[src/hw/rtl/acf_pkg.sv]
package acf_pkg;

    typedef logic [7:0] byte_t;

    // Frame layout: '/', id tens, id ones, access, sign, five digits, newline
    localparam int FRAME_LEN       = 11;
    localparam int CELL_COUNT      = FRAME_LEN - 1;
    localparam int POS_ID_TENS     = 1;
    localparam int POS_ID_ONES     = 2;
    localparam int POS_ACCESS      = 3;
    localparam int POS_SIGN        = 4;
    localparam int POS_FIRST_DIGIT = 5;
    localparam int POS_LAST_DIGIT  = 9;
    localparam int POS_STOP        = FRAME_LEN - 1;
    localparam int NUM_DIGITS      = POS_LAST_DIGIT - POS_FIRST_DIGIT + 1;

    // Character codes
    localparam byte_t CH_START = 8'h2F;
    localparam byte_t CH_STOP  = 8'h0A;
    localparam byte_t CH_ZERO  = 8'h30;
    localparam byte_t CH_MINUS = 8'h2D;
    localparam byte_t CH_PLUS  = 8'h2B;

    // Input item kinds and result kinds
    localparam logic KIND_RX     = 1'b0;
    localparam logic KIND_ANSWER = 1'b1;
    localparam logic OUT_CMD     = 1'b0;
    localparam logic OUT_TX      = 1'b1;

    // Decimal weights of the five value digits, most significant first
    localparam logic [13:0] DIGIT_WEIGHT [NUM_DIGITS] =
        '{14'd10000, 14'd1000, 14'd100, 14'd10, 14'd1};

    // Control from the top level to the answer sequencer
    typedef struct packed {
        logic start;
        logic advance;
    } acf_ans_ctl_t;

    // Status from the answer sequencer
    typedef struct packed {
        logic  busy;
        logic  last;
        byte_t tx_byte;
    } acf_ans_stat_t;

    // Decimal digit of v at weight w, given v < 10*w; w is a constant at each call
    function automatic logic [3:0] acf_digit(input logic [15:0] v, input logic [13:0] w);
        logic [3:0] d;
        d = 4'd0;
        for (int k = 1; k <= 9; k++) begin
            if (20'(v) >= 20'(k) * 20'(w)) begin
                d = 4'(k);
            end
        end
        return d;
    endfunction

endpackage

[src/hw/rtl/acf_cell.sv]
module acf_cell (
    input  logic          aclk,
    input  logic          shift_en,
    input  acf_pkg::byte_t d_in,
    output acf_pkg::byte_t q
);
    import acf_pkg::*;

    byte_t data_reg;

    // One frame position; takes the byte at d_in on each captured word
    always_ff @(posedge aclk) begin
        if (shift_en) begin
            data_reg <= d_in;
        end
    end

    assign q = data_reg;

endmodule

[src/hw/rtl/acf_answer.sv]
module acf_answer (
    input  logic                   aclk,
    input  logic                   aresetn,
    input  acf_pkg::acf_ans_ctl_t  ctl,
    input  logic [6:0]             start_id,
    input  logic signed [15:0]     start_value,
    output acf_pkg::acf_ans_stat_t stat
);
    import acf_pkg::*;

    logic        active_reg, active_next;
    logic [3:0]  idx_reg, idx_next;
    logic [6:0]  id_reg;
    logic        neg_reg;
    logic [15:0] rem_reg, rem_next;

    logic [3:0]  dig [NUM_DIGITS];
    logic [15:0] dig_sub [NUM_DIGITS];
    logic [2:0]  dsel;
    logic        in_digits;
    logic [3:0]  id_tens;
    logic [3:0]  id_ones;
    byte_t       tx_byte;

    // One decimal digit per value position, peeled off the remaining magnitude
    always_comb begin
        for (int j = 0; j < NUM_DIGITS; j++) begin
            dig[j]     = acf_digit(rem_reg, DIGIT_WEIGHT[j]);
            dig_sub[j] = 16'(20'(dig[j]) * 20'(DIGIT_WEIGHT[j]));
        end
    end

    assign in_digits = (idx_reg >= 4'(POS_FIRST_DIGIT)) && (idx_reg <= 4'(POS_LAST_DIGIT));
    assign dsel      = 3'(idx_reg - 4'(POS_FIRST_DIGIT));

    // Id digits (id already reduced below 100)
    assign id_tens = acf_digit(16'(id_reg), 14'd10);
    assign id_ones = 4'(id_reg - 7'(11'(id_tens) * 11'd10));

    // Byte for the current frame position
    always_comb begin
        case (idx_reg)
            4'(POS_ID_TENS): tx_byte = CH_ZERO + 8'(id_tens);
            4'(POS_ID_ONES): tx_byte = CH_ZERO + 8'(id_ones);
            4'(POS_ACCESS):  tx_byte = CH_ZERO;
            4'(POS_SIGN):    tx_byte = neg_reg ? CH_MINUS : CH_PLUS;
            4'(POS_STOP):    tx_byte = CH_STOP;
            default: begin
                if (in_digits) begin
                    tx_byte = CH_ZERO + 8'(dig[dsel]);
                end else begin
                    tx_byte = CH_START;
                end
            end
        endcase
    end

    // Sequencer: position counter and remaining magnitude
    always_comb begin
        active_next = active_reg;
        idx_next    = idx_reg;
        rem_next    = rem_reg;
        if (ctl.start) begin
            active_next = 1'b1;
            idx_next    = 4'(POS_ID_TENS);
            rem_next    = start_value[15] ? 16'(-start_value) : 16'(start_value);
        end else if (ctl.advance && active_reg) begin
            idx_next = idx_reg + 4'd1;
            if (idx_reg == 4'(POS_STOP)) begin
                active_next = 1'b0;
            end
            if (in_digits) begin
                rem_next = rem_reg - dig_sub[dsel];
            end
        end
    end

    always_ff @(posedge aclk) begin
        if (!aresetn) begin
            active_reg <= 1'b0;
            idx_reg    <= '0;
        end else begin
            active_reg <= active_next;
            idx_reg    <= idx_next;
        end
    end

    always_ff @(posedge aclk) begin
        rem_reg <= rem_next;
        if (ctl.start) begin
            id_reg  <= (start_id >= 7'd100) ? 7'(start_id - 7'd100) : start_id;
            neg_reg <= start_value[15];
        end
    end

    assign stat.busy    = active_reg;
    assign stat.last    = (idx_reg == 4'(POS_STOP));
    assign stat.tx_byte = tx_byte;

endmodule

[src/hw/rtl/ascii_command_frame_codec.sv]
// Channel  Dir  Handshake          Word
// s_       in   s_valid/s_ready    s_kind, s_rx_byte, s_answer_id, s_answer_value
// m_       out  m_valid/m_ready    m_out_kind, m_cmd_id, m_cmd_write, m_cmd_value,
//                                  m_tx_byte, m_last
//
// A received byte is taken on its handshake; the byte that ends a frame puts its
// command in the output register on the next cycle.
// An answer request puts out eleven words, one per cycle the sink takes a word;
// the single output register sets that pace and input waits meanwhile.
// aresetn (synchronous, active low) clears capture and answer control.
// Bytes that produce no word are taken even while the output register is full.
module ascii_command_frame_codec (
    input  logic               aclk,
    input  logic               aresetn,
    input  logic               s_valid,
    output logic               s_ready,
    input  logic               s_kind,
    input  logic [7:0]         s_rx_byte,
    input  logic [6:0]         s_answer_id,
    input  logic signed [15:0] s_answer_value,
    output logic               m_valid,
    input  logic               m_ready,
    output logic               m_out_kind,
    output logic [7:0]         m_cmd_id,
    output logic               m_cmd_write,
    output logic signed [15:0] m_cmd_value,
    output logic [7:0]         m_tx_byte,
    output logic               m_last
);
    import acf_pkg::*;

    // Capture control
    logic        capturing_reg, capturing_next;
    logic [3:0]  count_reg, count_next;
    logic [15:0] acc_reg, acc_next;

    // Output register
    logic               m_valid_reg, m_valid_next;
    logic               out_kind_reg, out_kind_next;
    byte_t              cmd_id_reg, cmd_id_next;
    logic               cmd_write_reg, cmd_write_next;
    logic signed [15:0] cmd_value_reg, cmd_value_next;
    byte_t              tx_byte_reg, tx_byte_next;
    logic               last_reg, last_next;
    logic               load_out;

    byte_t cell_in [CELL_COUNT];
    byte_t cell_q  [CELL_COUNT];

    logic          s_fire;
    logic          is_start;
    logic          cap_now;
    logic [3:0]    pos;
    logic          frame_end;
    logic          shift_en;
    logic          out_free;
    logic          in_digits;
    byte_t         b0, b1, b2, b3, b4;
    byte_t         access;
    byte_t         id_calc;
    logic          cmd_ok;
    logic [15:0]   digit16;
    logic [15:0]   acc_base;
    logic [15:0]   value_calc;

    acf_ans_ctl_t  ans_ctl;
    acf_ans_stat_t ans_stat;

    assign s_fire    = s_valid && s_ready;
    assign is_start  = (s_rx_byte == CH_START);
    assign cap_now   = capturing_reg || is_start;
    assign pos       = is_start ? 4'd0 : count_reg;
    assign frame_end = (s_kind == KIND_RX) && cap_now && (pos == 4'(POS_STOP));
    assign shift_en  = s_fire && (s_kind == KIND_RX) && cap_now;
    assign out_free  = !m_valid_reg || m_ready;

    // Hold input only during an answer or when a word is due and the output is full
    assign s_ready = !ans_stat.busy && (out_free || !((s_kind == KIND_ANSWER) || cmd_ok));

    // Frame store: chain of byte cells, newest byte at cell 0
    generate
        for (genvar i = 0; i < CELL_COUNT; i++) begin : g_chain
            if (i == 0) begin : g_head
                assign cell_in[i] = s_rx_byte;
            end else begin : g_link
                assign cell_in[i] = cell_q[i-1];
            end
            acf_cell u_cell (
                .aclk     (aclk),
                .shift_en (shift_en),
                .d_in     (cell_in[i]),
                .q        (cell_q[i])
            );
        end
    endgenerate

    // With the stop byte arriving, frame byte k sits in cell POS_STOP-1-k
    assign b0 = cell_q[POS_STOP - 1];
    assign b1 = cell_q[POS_STOP - 1 - POS_ID_TENS];
    assign b2 = cell_q[POS_STOP - 1 - POS_ID_ONES];
    assign b3 = cell_q[POS_STOP - 1 - POS_ACCESS];
    assign b4 = cell_q[POS_STOP - 1 - POS_SIGN];

    // Value digits accumulate as they arrive (wrapping 16-bit Horner form)
    assign in_digits = (pos >= 4'(POS_FIRST_DIGIT)) && (pos <= 4'(POS_LAST_DIGIT));
    assign digit16   = {8'd0, s_rx_byte} - {8'd0, CH_ZERO};
    assign acc_base  = (pos == 4'(POS_FIRST_DIGIT)) ? 16'd0 : acc_reg;

    // Frame check and command decode on the stop byte
    assign access     = b3 - CH_ZERO;
    assign id_calc    = 8'(16'(b1 - CH_ZERO) * 16'd10) + (b2 - CH_ZERO);
    assign cmd_ok     = frame_end && (b0 == CH_START) && (s_rx_byte == CH_STOP)
                        && (access[7:1] == 7'd0);
    assign value_calc = !access[0] ? 16'd0 : ((b4 == CH_MINUS) ? 16'(-acc_reg) : acc_reg);

    // Capture state
    always_comb begin
        capturing_next = capturing_reg;
        count_next     = count_reg;
        acc_next       = acc_reg;
        if (shift_en) begin
            if (pos == 4'(POS_STOP)) begin
                capturing_next = 1'b0;
                count_next     = 4'd0;
            end else begin
                capturing_next = 1'b1;
                count_next     = pos + 4'd1;
            end
            if (in_digits) begin
                acc_next = acc_base * 16'd10 + digit16;
            end
        end
    end

    always_ff @(posedge aclk) begin
        if (!aresetn) begin
            capturing_reg <= 1'b0;
            count_reg     <= '0;
        end else begin
            capturing_reg <= capturing_next;
            count_reg     <= count_next;
        end
    end

    always_ff @(posedge aclk) begin
        acc_reg <= acc_next;
    end

    // Answer sequencer
    assign ans_ctl.start   = s_fire && (s_kind == KIND_ANSWER);
    assign ans_ctl.advance = ans_stat.busy && out_free;

    acf_answer u_answer (
        .aclk        (aclk),
        .aresetn     (aresetn),
        .ctl         (ans_ctl),
        .start_id    (s_answer_id),
        .start_value (s_answer_value),
        .stat        (ans_stat)
    );

    // Output register load
    always_comb begin
        m_valid_next   = m_valid_reg;
        load_out       = 1'b0;
        out_kind_next  = OUT_TX;
        cmd_id_next    = '0;
        cmd_write_next = 1'b0;
        cmd_value_next = '0;
        tx_byte_next   = '0;
        last_next      = 1'b0;
        if (ans_ctl.advance) begin
            load_out     = 1'b1;
            tx_byte_next = ans_stat.tx_byte;
            last_next    = ans_stat.last;
        end else if (ans_ctl.start) begin
            load_out     = 1'b1;
            tx_byte_next = CH_START;
        end else if (s_fire && cmd_ok) begin
            load_out       = 1'b1;
            out_kind_next  = OUT_CMD;
            cmd_id_next    = id_calc;
            cmd_write_next = access[0];
            cmd_value_next = signed'(value_calc);
        end
        if (load_out) begin
            m_valid_next = 1'b1;
        end else if (m_ready) begin
            m_valid_next = 1'b0;
        end
    end

    always_ff @(posedge aclk) begin
        if (!aresetn) begin
            m_valid_reg <= 1'b0;
        end else begin
            m_valid_reg <= m_valid_next;
        end
    end

    always_ff @(posedge aclk) begin
        if (load_out) begin
            out_kind_reg  <= out_kind_next;
            cmd_id_reg    <= cmd_id_next;
            cmd_write_reg <= cmd_write_next;
            cmd_value_reg <= cmd_value_next;
            tx_byte_reg   <= tx_byte_next;
            last_reg      <= last_next;
        end
    end

    assign m_valid     = m_valid_reg;
    assign m_out_kind  = out_kind_reg;
    assign m_cmd_id    = cmd_id_reg;
    assign m_cmd_write = cmd_write_reg;
    assign m_cmd_value = cmd_value_reg;
    assign m_tx_byte   = tx_byte_reg;
    assign m_last      = last_reg;

`ifndef NO_ASSERTIONS
    // Position counter never reaches the frame length
    a_count_range: assert property (@(posedge aclk) disable iff (!aresetn)
        count_reg < 4'(FRAME_LEN))
        else $error("capture count out of range");

    // Idle capture always restarts at the first position
    a_idle_count: assert property (@(posedge aclk) disable iff (!aresetn)
        !capturing_reg |-> count_reg == 4'd0)
        else $error("count nonzero while not capturing");

    // An answer opens with its start byte in the output register
    a_answer_open: assert property (@(posedge aclk) disable iff (!aresetn)
        $rose(ans_stat.busy) |-> m_valid_reg && tx_byte_reg == CH_START && !last_reg)
        else $error("answer did not open with start byte");

    // The closing newline leaves the sequencer idle
    a_answer_close: assert property (@(posedge aclk) disable iff (!aresetn)
        m_valid_reg && last_reg |-> !ans_stat.busy && tx_byte_reg == CH_STOP)
        else $error("last word without sequencer finishing");

    // No input word is taken during an answer
    a_no_take_busy: assert property (@(posedge aclk) disable iff (!aresetn)
        ans_stat.busy |=> !$past(s_fire))
        else $error("input taken during answer");
`endif

endmodule
[config.mk]
export PLATFORM = sky130hd
export DESIGN_NAME = ascii_command_frame_codec
export DESIGN_NICKNAME = d
export VERILOG_FILES = /design/src/hw/rtl/acf_pkg.sv /design/src/hw/rtl/acf_cell.sv /design/src/hw/rtl/acf_answer.sv /design/src/hw/rtl/ascii_command_frame_codec.sv
export SDC_FILE = /design/constraint.sdc
export NUM_CORES = 1
export LEC_CHECK = 0
export BUFFER_PORTS_ARGS = -buffer_cell sky130_fd_sc_hd__buf_2
export CAP_MARGIN = 25
export CORE_MARGIN = 5
export CORE_UTILIZATION = 48
export DETAILED_ROUTE_END_ITERATION = 7
export GPL_TIMING_DRIVEN = 0
export PLACE_DENSITY = 0.65
export SETUP_SLACK_MARGIN = 0.05
export SLEW_MARGIN = 0
export SYNTH_ARGS = -nofsm -noshare
export SYNTH_HDL_FRONTEND = slang
export SYNTH_SLANG_ARGS = --single-unit
[constraint.sdc]
create_clock -name aclk -period 7.75 [get_ports aclk]
set_clock_uncertainty 0.2 [all_clocks]
set_input_delay 0.3875 -clock aclk [delete_from_list [all_inputs] [get_ports aclk]]
set_output_delay 0.3875 -clock aclk [all_outputs]
set_load 0.02 [all_outputs]
==> results.ini <==
[power_and_ir_drop]
power_density_nw_per_um2=217
power_leakage_uw=0.00521
p_clk_frac=0.308
comb_power_share=0.329
switchingPower_uw=1000
ir_drop_mv=0.174
finalPower_uw=2870
seqPwrFrac=0.362
intPower_uw=1860
p_sw_frac=0.350

[synth]
async_flop_share=0
seq_area_frac_synth=0.411
yosysTopAreaCell=edfxtp_1
synth-edff-count=153
yosysMostFrequentCell=edfxtp_1
synth_common_cells=edfxtp_1 (153), ha_1 (118), nor2_1 (102)
synth_ff_type=edfxtp_1
synthCells=1177
yosys.cell_types.count=79
ys_ff_latch=164
synth.area.top_cells=edfxtp_1 (39%), ha_1 (13%), xnor2_1 (4.9%)
synth.cell_area_um2=11700
yosysWarnings=0
syn_area_per_cell_um2=9.95
yosysTopAreaCellShare=0.392

[detailed_routing]
wl_um=27100
route.detailed.drc=0
drt_iter0_markers=801
num_vias=9065
drt_pass1_iterations=6
wire_per_inst_um=16.8
vias_per_cell=5.62
final_antenna_net_count=0

[floorplanning]
rows=57
die-area_um2=27600
core_region_area_um2=24200
initial_core_util=0.484
die_y_um=166
fp.dieW_um=166
ios=73

[timing]
rsz0062_at_grt=false
tightest_slew_ns=0.952
period_share=0.857
setup_violations=0
worst_slack_ns=1.11
setup_tns_ns=0
hold_viol_final=0
slew_viol_final=0
fmax_mhz=151
slew-limit-headroom=0.365
min_period_ns=6.64

[worst_setup_path]
critical_path_peak_fanout=9
crit_type=flip-flop to flip-flop
required_ns=7.72
crit_path_start_kind=flip-flop
crit_path_end_kind=flip-flop
arrival_ns=6.62

[clock_tree]
cts_tree=done
post_cts_buffers=0
clockRootBuffer=clkbuf_16
cts_buffers=17
cts.repair.resized=0
htree_levels=4
clockBufferDepth=2
clk-insertion-delay-late_ns=0.43
clk_pin_slew_ns=0.08
clock-sinks=164

[place]
place_area_um2=12500
post-place-ws_ns=0.961
gp_routability_congestion=0.954
post-dp-hpwl_um=20700
portBuffers=69

[global_routing]
grt_max_degree=46
grt.overflow.total=0
antenna_found_initial=1
grt.total_usage=0.196
grt_pass1_vias=8620
grt_pass1_wl_um=44500

[flow_run]
cap_violations=0

[layout]
nets=1447
post-route-util=0.547
largest_reg_flops=80
fillerInstances=2127
stdcell_area_um2=13200
drive_gt1_frac=0.114
areaGrowthSynthToFinish_pct=12.9
diodes=0

[status]
status=finished, final reports clean

[worst_hold_path]
hold_class=primary input to flip-flop

timing repair:
action,in CTS,in global routing
endpoints found under the setup margin,0,0
endpoints found under the hold margin,5,0
hold buffers,5,0
cell type report:
type                    instances  area, µm²  share of cell area
clock inverters                15        200              0.0151
clock buffers                  17        425              0.0322
multi-input cells             887       6390               0.483
inverters                      79        297              0.0224
plain buffers                  48        230              0.0174
well taps                     324        405              0.0307
flip-flops and latches        164       4810               0.364
repair buffers                 79        458              0.0346
routing by layer:
layer,track usage,wire (µm),vias up
met5,0,7,-
met4,0.0438,328,2
met3,0.0312,1410,32
met2,0.311,12300,264
met1,0.285,13000,4290
li1,-,-,4477
cells by family (layout without fill, tap and decap cells):
group,Yosys count,count (layout),share of synthesized area
muxes,4,4,0.00342
adders and majority gates,135,135,0.155
buffers and inverters,127,238,0.0447
other,1,2,0.000320
AOI/OAI and AO/OA,284,284,0.157
xor gates and xnor gates,100,100,0.0748
DFF,164,164,0.411
and+or+nand+nor,362,362,0.154
power groups by stage:
stage / registers [µW] / logic, µW / clock network, µW
6_report: 1040 / 945 / 884
5_1_grt: 1040 / 1050 / 942
4_1_cts: 1040 / 930 / 902
3_5_place_dp: 1060 / 917 / 0
3_3_place_gp: 1060 / 896 / 0
2_1_floorplan: 1070 / 676 / 0
metrics by stage:
step / hold WS, ns / instances
after global placement: 0.202 / 1571
after global routing: 0.0146 / 1613
after floorplan: 0.200 / 1178
final: 0.0326 / 1613
after detailed placement: 0.205 / 1575
after CTS: 0.0135 / 1612
cells in the final DEF, fill, tap and decap left out, types with 5 or more instances in the layout:
cell type | netlist | routed
nor2_1 | 102 | 102
clkbuf_1 | 29 | 28
o21ai_0 | 59 | 58
nand3_1 | 20 | 19
nor4_1 | 5 | 5
ha_1 | 118 | 118
o21a_1 | 9 | 9
xnor2_1 | 65 | 65
o221ai_1 | 5 | 5
o211ai_1 | 14 | 14
xor2_1 | 35 | 35
inv_1 | 77 | 77
nand2_1 | 88 | 88
and3_1 | 11 | 11
or3_1 | 12 | 12
dfxtp_1 | 11 | 11
nand4b_1 | 5 | 5
edfxtp_1 | 153 | 153
buf_2 | 13 | 84
a21o_1 | 14 | 14
clkbuf_16 | 0 | 17
dlygate4sd3_1 | 0 | 5
o21bai_1 | 5 | 5
nor2b_1 | 21 | 21
nand4_1 | 7 | 7
fa_1 | 17 | 17
a21boi_0 | 7 | 7
nor3_1 | 29 | 29
o31ai_1 | 17 | 17
a31oi_1 | 19 | 19
and2_1 | 20 | 20
a21oi_1 | 84 | 84
nand2b_1 | 12 | 12
final timing paths:
path / cells past startpoint / slack (ns) / startpoint / to
min: 1 / 0.03 / s_rx_byte[3] / g_chain[0].u_cell.q[3]$_DFFE_PP_
max: 25 / 1.11 / u_answer.rem_reg[6]$_DFFE_PP_ / u_answer.rem_reg[15]$_DFFE_PP_
max reg2reg: 25 / 1.11 / u_answer.rem_reg[6]$_DFFE_PP_ / u_answer.rem_reg[15]$_DFFE_PP_
min reg2reg: 0 / 0.21 / g_chain[2].u_cell.q[1]$_DFFE_PP_ / g_chain[3].u_cell.q[1]$_DFFE_PP_
worst max-delay path, cell delays in order, from the launching register on:
cell	delay [ns]
edfxtp_1	0.40
buf_2	0.19
nor3_1	0.51
a21oi_1	0.18
o31ai_1	0.23
a31oi_1	0.11
o21ai_0	0.49
clkbuf_2	0.28
inv_1	0.15
fa_1	0.55
ha_1	0.33
a21o_1	0.19
a21oi_1	0.30
xnor2_1	0.11
nand2_1	0.07
o21ai_0	0.13
o22ai_1	0.20
nand2_1	0.12
ha_1	0.39
or2_2	0.29
a21oi_1	0.14
a31oi_1	0.12
a211o_1	0.33
a21oi_1	0.18
xnor2_1	0.14
o21ai_1	0.07
Note: power is estimated with default switching activity, not from simulation.
